===== src/hw/rtl/tcc_pkg.sv =====
`timescale 1ns / 1ps

package tcc_pkg;

	localparam int COLS_CAP = 256;
	localparam int ROWS_CAP = 128;

	localparam logic [7:0] CH_NL    = 8'd10;
	localparam logic [7:0] CH_CR    = 8'd13;
	localparam logic [7:0] CH_BS    = 8'd8;
	localparam logic [7:0] CH_TAB   = 8'd9;
	localparam logic [7:0] CH_SPACE = 8'd32;

	localparam logic [1:0] KIND_DRAW   = 2'd0;
	localparam logic [1:0] KIND_SCROLL = 2'd1;
	localparam logic [1:0] KIND_CLEAR  = 2'd2;

	localparam logic [1:0] REG_ENABLE       = 2'd0;
	localparam logic [1:0] REG_CELLS_ACROSS = 2'd1;
	localparam logic [1:0] REG_CELLS_DOWN   = 2'd2;
	localparam logic [1:0] REG_BACK_COLOR   = 2'd3;

	localparam logic [8:0] RST_CELLS_ACROSS = 9'd128;
	localparam logic [7:0] RST_CELLS_DOWN   = 8'd48;

	localparam int QUEUE_DEPTH = 4;

	typedef struct packed {
		logic [1:0]  kind;
		logic [7:0]  cell_col;
		logic [6:0]  cell_row;
		logic [7:0]  glyph_code;
		logic [31:0] draw_fore;
		logic [31:0] draw_back;
		logic        last;
	} out_item_t;

	typedef struct packed {
		logic [7:0] col;
		logic [6:0] row;
	} cursor_t;

	typedef struct packed {
		logic [1:0] cnt;
		out_item_t  r0;
		out_item_t  r1;
		cursor_t    cur_nxt;
	} step_res_t;

endpackage


===== src/hw/rtl/tcc_in_if.sv =====
`timescale 1ns / 1ps

interface tcc_in_if;
	logic        valid;
	logic        ready;
	logic        cmd;
	logic [7:0]  char_code;
	logic [31:0] fore_color;

	modport source (output valid, output cmd, output char_code, output fore_color,
		input ready);
	modport sink (input valid, input cmd, input char_code, input fore_color,
		output ready);
endinterface


===== src/hw/rtl/tcc_out_if.sv =====
`timescale 1ns / 1ps

interface tcc_out_if;
	logic        valid;
	logic        ready;
	logic [1:0]  kind;
	logic [7:0]  cell_col;
	logic [6:0]  cell_row;
	logic [7:0]  glyph_code;
	logic [31:0] draw_fore;
	logic [31:0] draw_back;
	logic        last;

	modport source (output valid, output kind, output cell_col, output cell_row,
		output glyph_code, output draw_fore, output draw_back, output last,
		input ready);
	modport sink (input valid, input kind, input cell_col, input cell_row,
		input glyph_code, input draw_fore, input draw_back, input last,
		output ready);
endinterface


===== src/hw/rtl/tcc_step.sv =====
`timescale 1ns / 1ps

module tcc_step (
	input  logic                enable,
	input  logic                cmd,
	input  logic [7:0]          char_code,
	input  logic [31:0]         fore_color,
	input  tcc_pkg::cursor_t    cur,
	input  logic [8:0]          cells_across,
	input  logic [7:0]          cells_down,
	input  logic [31:0]         back_color,
	output tcc_pkg::step_res_t  res
);

	always_comb begin
		logic [9:0] cols_eff;
		logic [7:0] rows_eff;
		logic [9:0] col;
		logic [7:0] row;
		logic       drew;
		logic       scroll;
		tcc_pkg::out_item_t draw_r;
		tcc_pkg::out_item_t scr_r;

		// saturate the screen size to what the cursor can address
		if (cells_across == 9'd0) begin
			cols_eff = 10'd1;
		end else if ({1'b0, cells_across} > 10'(tcc_pkg::COLS_CAP)) begin
			cols_eff = 10'(tcc_pkg::COLS_CAP);
		end else begin
			cols_eff = {1'b0, cells_across};
		end
		if (cells_down == 8'd0) begin
			rows_eff = 8'd1;
		end else if (cells_down > 8'(tcc_pkg::ROWS_CAP)) begin
			rows_eff = 8'(tcc_pkg::ROWS_CAP);
		end else begin
			rows_eff = cells_down;
		end

		col  = {2'b00, cur.col};
		row  = {1'b0, cur.row};
		drew = 1'b0;

		draw_r.kind       = tcc_pkg::KIND_DRAW;
		draw_r.cell_col   = cur.col;
		draw_r.cell_row   = cur.row;
		draw_r.glyph_code = char_code;
		draw_r.draw_fore  = fore_color;
		draw_r.draw_back  = back_color;
		draw_r.last       = 1'b0;

		case (char_code)
			tcc_pkg::CH_NL: begin
				col = 10'd0;
				row = row + 8'd1;
			end
			tcc_pkg::CH_CR: begin
				col = 10'd0;
			end
			tcc_pkg::CH_BS: begin
				// erase the previous cell unless already at the left edge
				if (col != 10'd0) begin
					col = col - 10'd1;
					drew = 1'b1;
					draw_r.cell_col   = col[7:0];
					draw_r.glyph_code = tcc_pkg::CH_SPACE;
					draw_r.draw_fore  = back_color;
				end
			end
			tcc_pkg::CH_TAB: begin
				col = (col + 10'd4) & 10'h3FC;
			end
			default: begin
				drew = 1'b1;
				col  = col + 10'd1;
			end
		endcase

		if (col >= cols_eff) begin
			col = 10'd0;
			row = row + 8'd1;
		end
		scroll = (row >= rows_eff);
		if (scroll) begin
			row = rows_eff - 8'd1;
		end

		scr_r.kind       = tcc_pkg::KIND_SCROLL;
		scr_r.cell_col   = 8'd0;
		scr_r.cell_row   = 7'd0;
		scr_r.glyph_code = 8'd0;
		scr_r.draw_fore  = 32'd0;
		scr_r.draw_back  = back_color;
		scr_r.last       = 1'b1;

		res.r1 = scr_r;
		if (!enable) begin
			res.cnt     = 2'd0;
			res.r0      = scr_r;
			res.cur_nxt = cur;
		end else if (cmd) begin
			res.cnt     = 2'd1;
			res.r0      = scr_r;
			res.r0.kind = tcc_pkg::KIND_CLEAR;
			res.cur_nxt = '0;
		end else begin
			res.cnt         = {1'b0, drew} + {1'b0, scroll};
			res.r0          = drew ? draw_r : scr_r;
			res.r0.last     = !(drew && scroll);
			res.cur_nxt.col = col[7:0];
			res.cur_nxt.row = row[6:0];
		end
	end

endmodule


===== src/hw/rtl/tcc_out_queue.sv =====
`timescale 1ns / 1ps

module tcc_out_queue (
	input  logic                clk,
	input  logic                arst_n,
	input  logic [1:0]          push_cnt,
	input  tcc_pkg::out_item_t  r0,
	input  tcc_pkg::out_item_t  r1,
	output logic                room,
	tcc_out_if.source           draw
);

	localparam int PW = $clog2(tcc_pkg::QUEUE_DEPTH);

	tcc_pkg::out_item_t mem_q [tcc_pkg::QUEUE_DEPTH];
	logic [PW-1:0] wptr_q;
	logic [PW-1:0] rptr_q;
	logic [PW:0]   count_q;
	logic          pop;

	assign pop  = draw.valid && draw.ready;
	// two free slots cover the worst case of one item
	assign room = count_q <= (PW+1)'(tcc_pkg::QUEUE_DEPTH - 2);

	always_ff @(posedge clk) begin
		if (push_cnt != 2'd0) begin
			mem_q[wptr_q] <= r0;
		end
		if (push_cnt == 2'd2) begin
			mem_q[wptr_q + PW'(1)] <= r1;
		end
	end

	always_ff @(posedge clk or negedge arst_n) begin
		if (!arst_n) begin
			wptr_q  <= '0;
			rptr_q  <= '0;
			count_q <= '0;
		end else begin
			wptr_q  <= wptr_q + PW'(push_cnt);
			rptr_q  <= rptr_q + PW'(pop);
			count_q <= count_q + (PW+1)'(push_cnt) - (PW+1)'(pop);
		end
	end

	assign draw.valid      = count_q != '0;
	assign draw.kind       = mem_q[rptr_q].kind;
	assign draw.cell_col   = mem_q[rptr_q].cell_col;
	assign draw.cell_row   = mem_q[rptr_q].cell_row;
	assign draw.glyph_code = mem_q[rptr_q].glyph_code;
	assign draw.draw_fore  = mem_q[rptr_q].draw_fore;
	assign draw.draw_back  = mem_q[rptr_q].draw_back;
	assign draw.last       = mem_q[rptr_q].last;

endmodule


===== src/hw/rtl/text_console_cursor_engine_unit.sv =====
`timescale 1ns / 1ps
// Text console cursor engine.
// console: one item per event, either a character with its foreground color
//   or a clear-screen request (cmd high). draw: drawing commands (draw cell,
//   scroll one text row, clear screen), up to two per event, the final one
//   flagged by last. Both channels move an item when valid and ready are high.
// Configuration: cfg_we writes cfg_data into register cfg_index (enable,
//   cells_across, cells_down, back_color); write only while the block is idle.
// An accepted item is held in the input register; its results enter a
//   four-entry output queue once the queue has room and show on draw from
//   the queue. Throughput is one item per cycle while the queue has two
//   free slots; an event that yields two results needs two transfers on
//   draw, so a run of such events is paced by the draw side.
// While disabled, items are taken and dropped without changing the cursor.
// Reset clears the cursor to the top left, empties the queue and loads the
//   register defaults (disabled, 128 columns, 48 rows, black background).
// When draw stalls, the queue fills and console.ready drops once fewer than
//   two slots are free with an item in the input register; nothing is lost.

module text_console_cursor_engine_unit (
	input  logic        clk,
	input  logic        arst_n,
	input  logic        cfg_we,
	input  logic [1:0]  cfg_index,
	input  logic [31:0] cfg_data,
	tcc_in_if.sink      console,
	tcc_out_if.source   draw
);

	logic        enable_q;
	logic [8:0]  cells_across_q;
	logic [7:0]  cells_down_q;
	logic [31:0] back_color_q;

	tcc_pkg::cursor_t cursor_q;

	logic        valid_s1;
	logic        cmd_s1;
	logic [7:0]  char_s1;
	logic [31:0] fore_s1;

	tcc_pkg::step_res_t res;
	logic room;
	logic advance;
	logic take;

	assign advance       = valid_s1 && room;
	assign console.ready = !valid_s1 || room;
	assign take          = console.valid && console.ready;

	always_ff @(posedge clk or negedge arst_n) begin
		if (!arst_n) begin
			enable_q       <= 1'b0;
			cells_across_q <= tcc_pkg::RST_CELLS_ACROSS;
			cells_down_q   <= tcc_pkg::RST_CELLS_DOWN;
			back_color_q   <= 32'd0;
		end else if (cfg_we) begin
			case (cfg_index)
				tcc_pkg::REG_ENABLE:       enable_q       <= cfg_data[0];
				tcc_pkg::REG_CELLS_ACROSS: cells_across_q <= cfg_data[8:0];
				tcc_pkg::REG_CELLS_DOWN:   cells_down_q   <= cfg_data[7:0];
				tcc_pkg::REG_BACK_COLOR:   back_color_q   <= cfg_data;
				default: ;
			endcase
		end
	end

	always_ff @(posedge clk or negedge arst_n) begin
		if (!arst_n) begin
			valid_s1 <= 1'b0;
			cursor_q <= '0;
		end else begin
			if (take) begin
				valid_s1 <= 1'b1;
			end else if (advance) begin
				valid_s1 <= 1'b0;
			end
			if (advance) begin
				cursor_q <= res.cur_nxt;
			end
		end
	end

	always_ff @(posedge clk) begin
		if (take) begin
			cmd_s1  <= console.cmd;
			char_s1 <= console.char_code;
			fore_s1 <= console.fore_color;
		end
	end

	tcc_step u_step (
		.enable       (enable_q),
		.cmd          (cmd_s1),
		.char_code    (char_s1),
		.fore_color   (fore_s1),
		.cur          (cursor_q),
		.cells_across (cells_across_q),
		.cells_down   (cells_down_q),
		.back_color   (back_color_q),
		.res          (res)
	);

	tcc_out_queue u_queue (
		.clk      (clk),
		.arst_n   (arst_n),
		.push_cnt (advance ? res.cnt : 2'd0),
		.r0       (res.r0),
		.r1       (res.r1),
		.room     (room),
		.draw     (draw)
	);

	a_disabled_silent: assert property (@(posedge clk) disable iff (!arst_n)
		!enable_q |-> res.cnt == 2'd0)
		else $error("disabled block produced results");

	a_clear_homes: assert property (@(posedge clk) disable iff (!arst_n)
		advance && enable_q && cmd_s1 |=> cursor_q == '0)
		else $error("clear did not home the cursor");

	a_hold_without_advance: assert property (@(posedge clk) disable iff (!arst_n)
		!advance |=> $stable(cursor_q))
		else $error("cursor moved without an item");

	a_stall_only_when_full: assert property (@(posedge clk) disable iff (!arst_n)
		!console.ready |-> valid_s1 && !room)
		else $error("input stalled with a free slot");

	a_second_is_scroll: assert property (@(posedge clk) disable iff (!arst_n)
		res.cnt == 2'd2 |-> res.r0.kind == tcc_pkg::KIND_DRAW && !res.r0.last)
		else $error("two results not draw then scroll");

endmodule


===== src/flat_wrapper.sv =====
// flat-port wrapper written by rule: the top's interface ports become plain ports
module text_console_cursor_engine_unit_flat 
  (clk, arst_n, cfg_we, cfg_index, cfg_data, console_valid, console_cmd, console_char_code, console_fore_color, console_ready, draw_valid, draw_kind, draw_cell_col, draw_cell_row, draw_glyph_code, draw_draw_fore, draw_draw_back, draw_last, draw_ready);
  tcc_in_if console_i ();
  tcc_out_if draw_i ();
  input  logic clk;
  input  logic arst_n;
  input  logic cfg_we;
  input  logic [1:0] cfg_index;
  input  logic [31:0] cfg_data;
  input wire logic [$bits(console_i.valid)-1:0] console_valid;
  input wire logic [$bits(console_i.cmd)-1:0] console_cmd;
  input wire logic [$bits(console_i.char_code)-1:0] console_char_code;
  input wire logic [$bits(console_i.fore_color)-1:0] console_fore_color;
  output wire logic [$bits(console_i.ready)-1:0] console_ready;
  output wire logic [$bits(draw_i.valid)-1:0] draw_valid;
  output wire logic [$bits(draw_i.kind)-1:0] draw_kind;
  output wire logic [$bits(draw_i.cell_col)-1:0] draw_cell_col;
  output wire logic [$bits(draw_i.cell_row)-1:0] draw_cell_row;
  output wire logic [$bits(draw_i.glyph_code)-1:0] draw_glyph_code;
  output wire logic [$bits(draw_i.draw_fore)-1:0] draw_draw_fore;
  output wire logic [$bits(draw_i.draw_back)-1:0] draw_draw_back;
  output wire logic [$bits(draw_i.last)-1:0] draw_last;
  input wire logic [$bits(draw_i.ready)-1:0] draw_ready;
  assign console_i.valid = console_valid;
  assign console_i.cmd = console_cmd;
  assign console_i.char_code = console_char_code;
  assign console_i.fore_color = console_fore_color;
  assign console_ready = console_i.ready;
  assign draw_valid = draw_i.valid;
  assign draw_kind = draw_i.kind;
  assign draw_cell_col = draw_i.cell_col;
  assign draw_cell_row = draw_i.cell_row;
  assign draw_glyph_code = draw_i.glyph_code;
  assign draw_draw_fore = draw_i.draw_fore;
  assign draw_draw_back = draw_i.draw_back;
  assign draw_last = draw_i.last;
  assign draw_i.ready = draw_ready;
  text_console_cursor_engine_unit u_core (.clk(clk), .arst_n(arst_n), .cfg_we(cfg_we), .cfg_index(cfg_index), .cfg_data(cfg_data), .console(console_i), .draw(draw_i));
endmodule

===== config.mk =====
export PLATFORM = sky130hd
export DESIGN_NAME = text_console_cursor_engine_unit_flat
export DESIGN_NICKNAME = d
export VERILOG_FILES = /design/src/hw/rtl/tcc_pkg.sv /design/src/hw/rtl/tcc_in_if.sv /design/src/hw/rtl/tcc_out_if.sv /design/src/hw/rtl/tcc_step.sv /design/src/hw/rtl/tcc_out_queue.sv /design/src/hw/rtl/text_console_cursor_engine_unit.sv /design/src/flat_wrapper.sv
export SDC_FILE = /design/constraint.sdc
export NUM_CORES = 1
export LEC_CHECK = 0
export ABC_AREA = 1
export BUFFER_PORTS_ARGS = -buffer_cell sky130_fd_sc_hd__buf_2
export CORE_AREA = 2 2 198 220
export CTS_BUF_LIST = sky130_fd_sc_hd__clkbuf_4
export CTS_CLUSTER_DIAMETER = 100
export DETAILED_ROUTE_END_ITERATION = 8
export DIE_AREA = 0 0 200 222
export HOLD_SLACK_MARGIN = 0.08
export PLACE_DENSITY = 0.68
export SLEW_MARGIN = 20
export SYNTH_ARGS = -nofsm -noshare
export SYNTH_HDL_FRONTEND = slang
export SYNTH_SLANG_ARGS = --single-unit

===== constraint.sdc =====
create_clock -name clk -period 14.8 [get_ports clk]
set_input_delay 2.22 -clock clk [delete_from_list [all_inputs] [get_ports clk]]
set_output_delay 2.22 -clock clk [all_outputs]
set_load 0.1 [all_outputs]

; After elaboration in Yosys (flattened, before gate mapping)
; Memories as Yosys holds them, arrays and structs flattened.
; Index checks and enable logic that the tools add are counted.
[totals]
mem_count = 1
ram_bits = 360
wordCells = 87
reg_bits = 114
output_inout_bits = 92
in_bits = 80
[classes]
n_eq_ne = 8
n_mux = 27
n_lt_le_gt_ge = 5
addsub = 12
n_reduce_logical = 21
[mem_list]
columns = name, depth, width, read_ports, rd_clocked_by_memory_dff, wr, line
row1 = u_core.u_queue.mem_q, 4, 90, 1, 0, 2, tcc_out_queue.sv:15  ; tcc_pkg::out_item_t mem_q [tcc_pkg::QUEUE_DEPTH];
[ops]
columns = op, count
row1 = $mux 92, 2
row2 = $mux 89, 1
row3 = $mux 40, 2
row4 = $mux 8, 7
row5 = $eq 8x4->1 const B, 4
row6 = $pmux 10 s3, 1
row7 = $mux 10, 2
row8 = $mux 15, 1
row9 = $ge 10x10->1, 1
row10 = $reduce_and 2->1, 5
row11 = $add 8x1->9 const B, 1
row12 = $add 8x3->9 const B, 1
row13 = $gt 9x9->1 const B, 1
row14 = $logic_not 9->1, 1
row15 = $mux 9, 1
row16 = $sub 8x1->9 const B, 1
row17 = $add 7x1->8 const B, 1
row18 = $add 8x1->8 const B, 1
row19 = $ge 8x8->1, 1
row20 = $gt 8x8->1 const B, 1
row21 = $logic_not 8->1, 1
row22 = $reduce_bool 8->1, 1
row23 = $mux 1, 7
row24 = $mux 7, 1
row25 = 20 further kinds, 27

; Logic depth before layout (Yosys ltp)
; Gate-level depths: netlist (run 1).
[depth]
depth_word = 14
depth_mapped = 44
ltp_nobuf = 41

; Hierarchy
; From an unflattened synthesis (run 1), not the netlist that was laid out.
[unflattened]
cells_unflattened = 2936
hier_area_um2 = 25876.1
[by_module_without_submodules]
columns = module, area_per_inst_um2, cells_each, n_inst, seq_area_each_um2
row1 = tcc_out_queue, 18008.5, 1906, 1, 10985.5
row2 = text_console_cursor_engine_unit, 4047.6, 343, 1, 2886.5
row3 = tcc_step, 3819.9, 687, 1, 0.0

; Least setup slack after synthesis (run 1)
; No wires, ideal clock.
[synth_timing]
path_type = register to register
start = register u_core.cursor_q[9] (netlist name)
end = memory u_core.u_queue.mem_q[2][13] (netlist name), data pin
synth_period_minus_slack_ns = 5.401
stages_incl_launch_ff = 37
setup_ns = 0.260
arrival_time_ns = 5.141
path_buffers = 4
setup_slack_ns = 9.399
required_ns = 14.540
cell_sequence = dfrtp_1 clkbuf_1 inv_1 ha_1 nand2_1 nor2_1 nand2_2 inv_1 nor2_1 buf_4 inv_1 o22ai_1 inv_1 nand2_1 inv_1 ha_1 o21ai_0 nand2_1 nand2_1 nand3_1 nand2_1 nor2_1 nand3_1 o21ai_0 ha_1 a21oi_1 o21a_1 nand3_1 ha_1 o21ai_2 nand2_4 nand2_1 nand2_2 inv_2 buf_6 buf_6 nor2_1
[synth_lines]
columns = element, line
row1 = "start, declared", text_console_cursor_engine_unit.sv:35  ; tcc_pkg::cursor_t cursor_q;
row2 = "start signal, assigned", text_console_cursor_engine_unit.sv:79  ; cursor_q <= res.cur_nxt;
row3 = "end, declared", tcc_out_queue.sv:15

==> metrics.csv, run 1 <==
metric;value;unit
synth.distinct_cells;49;
rr_worst_depth;31;
coreArea;42010;sq um
finalSetupTns;0;ps
fin_crit_sh;0.5417;
ys.flop_type;dfxtp_1;
syn-num-nets;2509;
grt_pass1_vias;17434;
reg2reg_to;u_core.u_queue.mem_q[3][13];
clock-root-buffer;clkbuf_4;
rows;79;
syn_area;20830;sq um
startpoint_type;flip-flop;
port-buffer-count;171;
yosys_warnings;0;
initial_core_util;0.4958;
ys_async_sr_fraction;0.1540;
setup-violations-final;0;
final.fill_count;3870;
path_depth;31;
arrival;8520;ps
grt_max_degree;102;
ant_nets;0;
fmax;0.1247;GHz
worst_pin_slew;1117;ps
firstDrtPassIters;6;
die-area;44400;sq um
fin_nets;2675;
cts_buffers;118;
maxSlewViolCount;0;
critPathLaunch;u_core.char_s1[5];
hold_class;reg2reg;
grt_setup_unrepaired;no;
endpoint_kind;flip-flop;
ios;172;
synth.avg_cell_area;8.686;sq um
critical_path_buf_inv_count;6;
num_vias;17800;
clock_sinks;474;
h-tree-depth;3;
slowest_stage;buf_4;
antenna_found_initial;4;
globalplace.congestion;0.9230;
totalWireLength;61.67;mm
crit-reg2reg-launch;u_core.char_s1[5];
grt_overflow_total;0;
hold_buffers;0;
slew_headroom;0.2555;
cp.required;15300;ps
drt_iter0_drc;1372;
post_cts_resized;0;
cp_common_cell;nand2_1;
synth_edf_count;169;
hpwl;38.22;mm
period_needed;8018;ps
drv_cap;0;
syn_inst;2398;
crit_type;reg2reg;
cp_max_fo;88;
register_area;11550;sq um
ys_ff_latch;474;
layout-drive-gt1-share;0.1731;
max_stage_delay;840;ps
wl_per_cell;19.10;microns
multi_input_area;8006;sq um
rrSetupSlack;6780;ps
grt_pass1_wl;95.97;mm
seq_area_frac_synth;0.5545;
die_x;200;microns
drc;0;
run_status;complete, no violations;
clk_pin_slew;70;ps
skew;73.42;ps
grtUsageTotal;0.2795;
clock_latency;850;ps
cts_max_path_buffers;3;
postCtsSetupBuffers;0;
syn_to_final_growth;11.99;%
vias_per_cell;5.514;
crit_family;simple AND/OR/NAND/NOR gates;
die_h;222;microns
worstSetupEndpoint;u_core.u_queue.mem_q[3][13];
cts_tree;yes;
hold_violations;0;
## worst min path at each step
| stage | from | to | depth (start not counted) |
|---|---|---|---|
| 2_1_floorplan | u_core.u_queue.mem_q[1][80] | u_core.u_queue.mem_q[1][80] | 2 |
| 3_3_place_gp | u_core.u_queue.mem_q[1][80] | u_core.u_queue.mem_q[1][80] | 2 |
| 3_5_place_dp | u_core.u_queue.mem_q[2][80] | u_core.u_queue.mem_q[2][80] | 2 |
| 4_1_cts | u_core.u_queue.mem_q[2][80] | u_core.u_queue.mem_q[2][80] | 2 |
| 5_1_grt | u_core.u_queue.mem_q[2][80] | u_core.u_queue.mem_q[2][80] | 2 |
| 6_report | u_core.u_queue.mem_q[2][80] | u_core.u_queue.mem_q[2][80] | 2 |
## synth_stat cells, types with 3 or more instances
library cell / n / share of area
dfxtp_1: 232 / 0.22
o21ai_1: 12 / 0.0029
dfrtp_1: 70 / 0.084
nor3_1: 6 / 0.0014
nand4_1: 5 / 0.0015
o21ai_0: 417 / 0.10
xnor2_1: 5 / 0.0021
nand2_2: 6 / 0.0018
buf_6: 14 / 0.0076
edfxtp_1: 169 / 0.24
inv_1: 134 / 0.024
o22ai_1: 96 / 0.029
buf_2: 30 / 0.0072
xor2_1: 11 / 0.0046
clkinv_1: 4 / 0.00072
nand2_4: 3 / 0.0016
nand3_1: 46 / 0.011
dfstp_2: 3 / 0.0038
a21oi_1: 45 / 0.011
o211ai_2: 9 / 0.0054
nand2_1: 516 / 0.093
nor2_1: 349 / 0.063
inv_2: 9 / 0.0016
ha_1: 30 / 0.018
buf_12: 3 / 0.0029
nor2_4: 31 / 0.017
o211ai_1: 28 / 0.010
buf_4: 7 / 0.0025
clkbuf_1: 84 / 0.015
## tightest hold or removal path: stages, from the launching register on
cell,delay [ps]
dfxtp_1,320
nand2_1,50
nand2_1,50
## per-layer routing
metal,vias up,share of wire,track usage
met5,-,0.00021,0
met4,2,0.035,0.1259
met3,131,0.078,0.05887
met2,769,0.49,0.4673
met1,8457,0.40,0.3456
li1,8441,-,-
## through the flow
step	util	hold slack (ps)	worst slack [ps]	cell area, sq um	cells
floorplan	-	413.6	9399	20830	2398
global placement	0.5190	423.0	7020	21800	3011
detailed placement	0.5190	432.9	6823	21800	3011
CTS	0.5550	449.8	6782	23320	3225
global route	0.5553	463.8	5999	23330	3228
finish	0.5553	446.8	6782	23330	3228
## flip-flops by register name, summed over array words and instances (netlist names), 2 cells and up
| register | flops |
|---|---|
| u_core.cells_down_q | 8 |
| u_core.cursor_q | 15 |
| u_core.back_color_q | 32 |
| u_core.fore_s1 | 32 |
| u_core.u_queue.wptr_q | 2 |
| u_core.char_s1 | 8 |
| u_core.u_queue.rptr_q | 2 |
| u_core.u_queue.count_q | 3 |
| u_core.u_queue.mem_q | 360 |
| u_core.cells_across_q | 9 |
## cell usage in the layout, fill, tap and decap left out, types with 2 or more instances in the layout
cell / netlist / layout
clkinv_2: 0 / 2
buf_4: 7 / 15
inv_4: 1 / 3
o211ai_2: 9 / 9
dfrtp_1: 70 / 68
a21oi_2: 2 / 2
o21ai_1: 12 / 12
dfxtp_1: 232 / 232
a21oi_1: 45 / 45
nand2_1: 516 / 513
edfxtp_1: 169 / 169
o21ai_0: 417 / 417
o22ai_1: 96 / 96
clkbuf_4: 0 / 187
o21a_1: 2 / 2
a21boi_0: 2 / 2
inv_1: 134 / 133
nor2_1: 349 / 347
buf_2: 30 / 170
xor2_1: 11 / 11
dfstp_2: 3 / 3
nor2_4: 31 / 33
diode_2: 0 / 3
inv_2: 9 / 11
nand2_4: 3 / 3
ha_1: 30 / 30
clkinv_1: 4 / 25
o211ai_1: 28 / 28
nand2_2: 6 / 9
xnor2_1: 5 / 5
nand3_1: 46 / 45
nor3_1: 6 / 6
nand4_1: 5 / 5
## area by class of cell
| cell class | count | area share |
|---|---|---|
| flip-flops and latches | 474 | 0.4953 |
| inverters | 148 | 0.02414 |
| repair buffers | 186 | 0.04178 |
| multi-input cells | 1636 | 0.3432 |
| diodes | 3 | 0.0003218 |
| well taps | 567 | 0.03041 |
| clock buffers | 187 | 0.06018 |
| clock inverters | 27 | 0.004613 |
## kinds of logic after synthesis
kind of cell    Yosys count  share of synthesized area
simple gates            972                     0.1953
fa+ha+maj                31                    0.01898
buf+inv                 288                    0.06247
flops                   474                     0.5545
compound gates          617                     0.1621
xor+xnor                 16                   0.006727
Power of run 1 is left out: the tool's default activity adds up to more than one toggle a clock period on the data nets, which glitch-free logic cannot reach.
==> run 2: changes to the inputs <==
--- a/config.mk
+++ b/config.mk
@@ -5,15 +5,15 @@
 export SDC_FILE = /design/constraint.sdc
 export NUM_CORES = 1
 export LEC_CHECK = 0
-export ABC_AREA = 1
+export ABC_AREA = 0
 export BUFFER_PORTS_ARGS = -buffer_cell sky130_fd_sc_hd__buf_2
-export CORE_AREA = 2 2 198 220
+export CORE_AREA = 2 2 196 218
 export CTS_BUF_LIST = sky130_fd_sc_hd__clkbuf_4
 export CTS_CLUSTER_DIAMETER = 100
 export DETAILED_ROUTE_END_ITERATION = 8
-export DIE_AREA = 0 0 200 222
+export DIE_AREA = 0 0 198 220
 export HOLD_SLACK_MARGIN = 0.08
-export PLACE_DENSITY = 0.68
+export PLACE_DENSITY = 0.71
 export SLEW_MARGIN = 20
 export SYNTH_ARGS = -nofsm -noshare
 export SYNTH_HDL_FRONTEND = slang
==> constraint.sdc (replaced) <==
create_clock -name clk -period 7.19 [get_ports clk]
set_input_delay 1.0785 -clock clk [delete_from_list [all_inputs] [get_ports clk]]
set_output_delay 1.0785 -clock clk [all_outputs]
set_load 0.1 [all_outputs]
==> metrics.csv, run 2 <==
metric;value;unit;change
ant_nets;0;;unchanged
die_h;220;microns;-0.90%
dr_wl_met3;4.164;mm;-13%
ys_ff_latch;474;;unchanged
placed_cell_area;21900;sq um;+0.42%
ys.flop_type;dfxtp_1;;
power.total;10400;uW;
syn_area;20450;sq um;-1.8%
slew_headroom;0.2693;;+0.01378
cp.required;7750;ps;-7550 ps
synth-compound-area-share;0.1415;;-0.02056
fin_crit_sh;0.9215;;+0.3797
synth.area.top_cells;edfxtp_1, dfxtp_1, mux4_2;;
drt_iter0_drc;1107;;-19%
skew;36.56;ps;-36.86 ps
arrival;7190;ps;-1330 ps
slowest_stage;edfxtp_1;;
postCtsSetupBuffers;0;;unchanged
muxShareOfSynthArea;0.1304;;+0.1304
startpoint_type;flip-flop;;
drc;0;;unchanged
hpwl;35.37;mm;-7.5%
synth_common_cells;dfxtp_1, a22o_1, edfxtp_1;;
syn_to_final_growth;14.82;%;
mostFrequentLayoutCells;dfxtp_1, clkbuf_4, a22o_1;;
rrSetupSlack;560;ps;-6220 ps
yosys_warnings;0;;unchanged
critical_path_buf_inv_count;4;;-2
path_depth;26;;-16%
met2_wirelength;28.29;mm;-6.0%
grt_setup_unrepaired;no;;
syn-num-nets;1717;;-32%
grt_overflow_total;0;;unchanged
regMostFlops;u_core.u_queue.mem_q;;
die_x;198;microns;-1.0%
cts_tree;yes;;
synth-xor-area-share;0.01028;;+0.003550
synth.avg_cell_area;12.73;sq um;+47%
hold_violations;0;;unchanged
max_stage_delay;520;ps;-320 ps
setup-violations-final;0;;unchanged
largest_reg_flops;360;;unchanged
clk_pin_slew;70;ps;about the same
finalSetupTns;0;ps;unchanged
totalWireLength;56.45;mm;-8.5%
crit_type;reg2reg;;
cts_buffers;118;;unchanged
yosys.area_share.simple;0.1057;;-0.08963
rows;79;;unchanged
grtUsageTotal;0.2611;;-0.01838
firstDrtPassIters;5;;-1
yosys.area.top_type;edfxtp_1;;
endpoint_kind;flip-flop;;
h-tree-depth;3;;unchanged
synth_top_family_by_area;compound AO/OA/AOI/OAI gates;;
clock_sinks;474;;unchanged
maxSlewViolCount;0;;unchanged
fin_hold_ws;291.0;ps;-155.7 ps
worst_pin_slew;1096;ps;-20.68 ps
cts_max_path_buffers;3;;unchanged
seq_area_frac_synth;0.5647;;+0.01024
fmax;0.1509;GHz;+21%
synth_top_cell_area_share;0.2481;;+0.004501
ios;172;;unchanged
globalplace.congestion;0.8921;;-3.3%
run_status;complete, no violations;;
hold_class;in2async;;
cp_common_cell;nor2_1;;
synthAdderAreaFrac;0.01933;;+0.0003507
period_needed;6625;ps;-1392 ps
maxUsedRoutingLayer;met4;;
final.fill_count;3427;;-11%
grt_pass1_vias;14890;;-15%
grt_max_degree;74;;-27%
synth_most_common_cell;dfxtp_1;;
power_density;442.8;nW/um^2;
vias_per_cell;5.940;;+7.7%
drv_cap;0;;unchanged
crit_family;simple AND/OR/NAND/NOR gates;;
crit-reg2reg-launch;u_core.char_s1[7];;
p_leak;0.009624;uW;
wl_per_cell;22.78;microns;+19%
num_vias;14720;;-17%
cp_max_fo;27;;-69%
grt_pass1_wl;85.72;mm;-11%
die-area;43560;sq um;-1.9%
layout_commonest_cell;dfxtp_1;;
ir_drop;0.3784;mV;
top_regs;u_core.u_queue.mem_q: 360 flops, u_core.back_color_q: 32 flops, u_core.fore_s1: 32 flops;;
finish.instance_area;23480;sq um;+0.66%
initial_core_util;0.4915;;-0.004369
rr_worst_depth;26;;-16%
ys_async_sr_fraction;0.1540;;unchanged
reg2reg_to;u_core.u_queue.mem_q[1][7];;
fin_util;0.5643;;+0.009004
port-buffer-count;171;;unchanged
layout-drive-gt1-share;0.3043;;+0.1313
syn_inst;1606;;-33%
coreArea;41610;sq um;-0.94%
antenna_found_initial;2;;-2
synth.distinct_cells;72;;+47%
fin_nets;1921;;-28%
hold_buffers;0;;unchanged
m1WireLength;21.87;mm;-11%
clock-root-buffer;clkbuf_4;;
synth_edf_count;169;;unchanged
clock_latency;830;ps;-20 ps
## run 2: changes by cell type after synthesis, sizes merged, moves of 35 or more
cell,delta
and3,+72
o21ai,-367
and2,+71
buf,-35
nor2,-309
mux2,+53
nand2,-435
inv,-126
a22o,+173
mux4,+90
o22ai,-92
## run 2: how the worst max path moves through the flow
stage                      startpoint                           to  slack (ps)
floorplan           u_core.char_s1[7]  u_core.u_queue.mem_q[1][10]         210
global placement    u_core.char_s1[7]   u_core.u_queue.mem_q[1][2]         600
detailed placement  u_core.char_s1[7]  u_core.u_queue.mem_q[1][16]         520
CTS                 u_core.char_s1[7]  u_core.u_queue.mem_q[2][38]         400
global route        u_core.char_s1[7]   u_core.u_queue.mem_q[1][7]           1
finish              u_core.char_s1[7]   u_core.u_queue.mem_q[1][7]         560
## run 2: kinds of logic after synthesis
| group | after synthesis |
|---|---|
| fa+ha+maj | 31 |
| mux | 147 |
| xor+xnor | 24 |
| simple gates | 405 |
| flops | 474 |
| buf+inv | 145 |
| compound gates | 380 |
## run 2: cell type report
| class | count | area [sq um] | share of cell area |
|---|---|---|---|
| repair buffers | 208 | 1197 | 0.05099 |
| well taps | 567 | 709.4 | 0.03021 |
| clock buffers | 191 | 1434 | 0.06106 |
| inverters | 21 | 80.08 | 0.003410 |
| diodes | 2 | 5.005 | 0.0002131 |
| clock inverters | 28 | 133.9 | 0.005701 |
| flip-flops and latches | 474 | 11560 | 0.4922 |
| multi-input cells | 987 | 8366 | 0.3562 |
## run 2: report_power, final
| group | switching [uW] | internal [uW] |
|---|---|---|
| Sequential | 537 | 3350 |
| Combinational | 2990 | 1220 |
| Clock | 1070 | 1230 |
| Total | 4600 | 5790 |
## run 2: metal layers
| metal | vias to the layer above | global-route usage |
|---|---|---|
| met5 | - | 0 |
| met2 | 626 | 0.4435 |
| li1 | 6645 | - |
| met3 | 88 | 0.04836 |
| met4 | 0 | 0.1241 |
| met1 | 7361 | 0.3228 |
## run 2: stage by stage
step | std cells | worst slack [ps]
2_1_floorplan | 1606 | 206.2
3_3_place_gp | 2257 | 602.5
3_5_place_dp | 2257 | 520.3
4_1_cts | 2476 | 400.0
5_1_grt | 2478 | 0.9894
6_report | 2478 | 564.6
## run 2: repair_timing
| action | 4_1_cts | 5_1_grt |
|---|---|---|
| endpoints found under the setup margin | 0 | 371 |
| endpoints found under the hold margin | 0 | 0 |
| gates resized for setup | 0 | 4 |
Note: power is estimated with default switching activity, not from simulation.
==> run 3: changes to the inputs <==
--- a/config.mk
+++ b/config.mk
@@ -7,14 +7,15 @@
 export LEC_CHECK = 0
 export ABC_AREA = 0
 export BUFFER_PORTS_ARGS = -buffer_cell sky130_fd_sc_hd__buf_2
-export CORE_AREA = 2 2 196 218
+export CORE_AREA = 2 2 218 241
 export CTS_BUF_LIST = sky130_fd_sc_hd__clkbuf_4
 export CTS_CLUSTER_DIAMETER = 100
 export DETAILED_ROUTE_END_ITERATION = 8
-export DIE_AREA = 0 0 198 220
+export DIE_AREA = 0 0 220 243
 export HOLD_SLACK_MARGIN = 0.08
-export PLACE_DENSITY = 0.71
+export PLACE_DENSITY = 0.7
 export SLEW_MARGIN = 20
 export SYNTH_ARGS = -nofsm -noshare
 export SYNTH_HDL_FRONTEND = slang
+export SYNTH_HIERARCHICAL = 1
 export SYNTH_SLANG_ARGS = --single-unit
==> metrics.csv, run 3 <==
metric;value;unit;change
ys_async_sr_fraction;0.1540;;unchanged
startpoint_type;flip-flop;;
cp_max_fo;36;;+33%
totalWireLength;60.96;mm;+8.0%
vias_per_cell;5.682;;-4.3%
synth.distinct_cells;79;;+9.7%
grt_pass1_vias;15908;;+6.8%
slew_headroom;0.2735;;+0.004124
yosys_warnings;6;;+6
worst_pin_slew;1062;ps;-33.66 ps
syn_inst;1687;;+5.0%
ios;172;;unchanged
ys.flop_type;edfxtp_1;;
wl_per_cell;22.92;microns;+0.63%
p_clk_frac;0.219;;-0.002
synth.avg_cell_area;15.00;sq um;+18%
synth_common_cells;edfxtp_1, mux2_2, buf_4;;
fin_nets;1998;;+4.0%
clock_sinks;474;;unchanged
drt_iter0_drc;1052;;-5.0%
maxSlewViolCount;0;;unchanged
num_vias;15109;;+2.6%
syn_to_final_growth;11.51;%;
seqPwrFrac;0.336;;-0.037
finalSetupTns;0;ps;unchanged
crit-reg2reg-launch;u_core/cursor_q[11];;
cts_tree;yes;;
grt_overflow_total;0;;unchanged
fin_crit_sh;0.9281;;+0.006645
power_density;414.1;nW/um^2;-6.5%
fin_util;0.5540;;-0.01031
period_needed;6673;ps;+47.78 ps
drc;0;;unchanged
hpwl;36.80;mm;+4.0%
port-buffer-count;171;;unchanged
switchingPower;5313;uW;+15%
setup-violations-final;0;;unchanged
switching_share;0.4546;;+0.01184
syn_area;25310;sq um;+24%
drv_cap;0;;unchanged
seq_area_frac_synth;0.5481;;-0.01660
grt_setup_unrepaired;no;;
ant_nets;0;;unchanged
coreArea;50940;sq um;+22%
fmax;0.1499;GHz;-0.72%
grtUsageTotal;0.2325;;-0.02860
rrSetupSlack;520;ps;-50 ps
hold_class;in2reg;;
ir_drop;0.5098;mV;+35%
layout-drive-gt1-share;0.4980;;+0.1936
p_leak;0.01078;uW;+12%
initial_core_util;0.4968;;+0.005307
combPwrFrac;0.445;;+0.040
layout_commonest_cell;edfxtp_1;;
ys_ff_latch;474;;unchanged
die-area;53460;sq um;+23%
die_x;220;microns;+11%
top_regs;u_core/u_queue/mem_q: 360 flops, u_core/back_color_q: 32 flops, u_core/fore_s1: 32 flops;;
crit_type;reg2reg;;
die_h;243;microns;+10%
firstDrtPassIters;5;;unchanged
h-tree-depth;4;;+1
cts_max_path_buffers;3;;unchanged
synth_top_cell_area_share;0.4758;;+0.2277
cp.required;7840;ps;+90 ps
clock_latency;970;ps;+140 ps
antenna_found_initial;4;;+2
yosys.area.top_type;edfxtp_1;;
clock-root-buffer;clkbuf_4;;
rr_worst_depth;24;;-7.7%
clk_pin_slew;60;ps;about the same
rows;87;;+10%
mostFrequentLayoutCells;edfxtp_1, mux2_2, clkbuf_4;;
p_int;6374;uW;+10%
reg2reg_to;u_core/u_queue/mem_q[2][53];;
hold_end;u_core/fore_s1[24];;
grt_pass1_wl;92.89;mm;+8.4%
regMostFlops;u_core/u_queue/mem_q;;
arrival;7320;ps;+130 ps
run_status;complete, no violations;;
hold_violations;0;;unchanged
cts_buffers;133;;+13%
grt_max_degree;63;;-15%
largest_reg_flops;360;;unchanged
skew;73.61;ps;+37.05 ps
globalplace.congestion;0.9385;;+5.2%
hold_depth;1;;
synth_edf_count;401;;+140%
endpoint_kind;flip-flop;;
synth_most_common_cell;edfxtp_1;;
holdCritStartpoint;console_fore_color[24];;
synth.area.top_cells;edfxtp_1, mux2_2, mux4_2;;
==> run 3: cell types whose count changed after synthesis, sizes merged, moves of 76 or more <==
cell	before	now
clkbuf	103	27
dfxtp	232	0
a22o	174	5
buf	21	189
edfxtp	169	401
mux2	53	426
==> run 3: routing by layer <==
metal  global-route usage  wire length (microns)
met5                    0                      7
met3              0.05652                   3337
met2               0.3900                  30710
met4              0.07560                   1311
met1               0.2953                  25590
==> run 3: layout make-up <==
type                            instances  area, sq um
Tap cell                              667        834.6
Fill cell                            4198        22720
Clock inverter                         31        225.2
Sequential cell                       474        13880
Antenna cell                            2        5.005
Timing Repair Buffer                  226         1590
Clock buffer                          206         1546
Inverter                               28        106.4
Multi-Input combinational cell       1025        10030
==> run 3: metrics by stage <==
step	instances	setup slack (ps)	cell area, sq um	hold WS, ps	power [uW]
floorplan	1743	5.852	25570	478.5	8248
global placement	2417	499.4	26390	491.6	9172
detailed placement	2417	471.5	26390	497.0	9202
CTS	2655	454.8	28170	158.8	11810
global route	2659	13.32	28220	172.6	12220
finish	2659	516.8	28220	287.8	11690
==> run 3: repair_timing <==
action	4_1_cts	5_1_grt
hold buffers	1	0
gates resized for setup	0	2
endpoints found under the setup margin	0	71
endpoints found under the hold margin	28	0
buffers inserted	0	1
==> run 3: kinds of logic (layout without fill, tap and decap cells) <==
kind of cell	Yosys count	after routing	share of synthesized area
AO/OA/AOI/OAI	143	143	0.03520
AND/OR/NAND/NOR	245	245	0.04855
XOR/XNOR	30	30	0.01068
other	2	60	0.0002967
multiplexers	519	519	0.2753
buffers and inverters	244	491	0.06674
adder cells (fa/ha/maj)	30	30	0.01513
flip-flops	474	474	0.5481
==> run 3: power groups by stage <==
stage          Combinational, uW  Sequential, uW  Clock, uW
2_1_floorplan               4510            3740          0
5_1_grt                     5430            4000       2800
3_3_place_gp                5190            3980          0
4_1_cts                     5230            3940       2650
6_report                    5200            3930       2560
3_5_place_dp                5210            3990          0
==> run 3: critical path: stages, from the launching register on <==
cell,delay (ps)
dfrtp_1,370
or4_4,580
or2_2,330
nor2_1,250
xnor2_1,160
nand2_1,100
ha_1,280
nand2b_1,140
a2111o_1,420
a32oi_2,350
nand2_1,150
xnor2_1,240
ha_1,260
nand2b_1,140
a2111oi_0,410
nor3_1,100
nor2_2,150
clkinv_2,130
ha_1,290
nor2_1,90
nor2_1,50
and3_2,300
and4bb_4,460
buf_12,280
mux2_2,370
==> run 3: worst max-delay path by stage <==
stage | slack, ps | from | depth (start not counted) | endpoint
finish | 520 | u_core/cursor_q[11] | 24 | u_core/u_queue/mem_q[2][53]
floorplan | 6 | u_core/cursor_q[11] | 24 | u_core/u_queue/mem_q[0][0]
global route | 10 | u_core/cursor_q[11] | 25 | u_core/u_queue/mem_q[0][57]
global placement | 500 | u_core/cursor_q[11] | 24 | u_core/u_queue/mem_q[1][44]
CTS | 450 | u_core/cursor_q[11] | 24 | u_core/u_queue/mem_q[1][57]
detailed placement | 470 | u_core/cursor_q[11] | 24 | u_core/u_queue/mem_q[1][15]
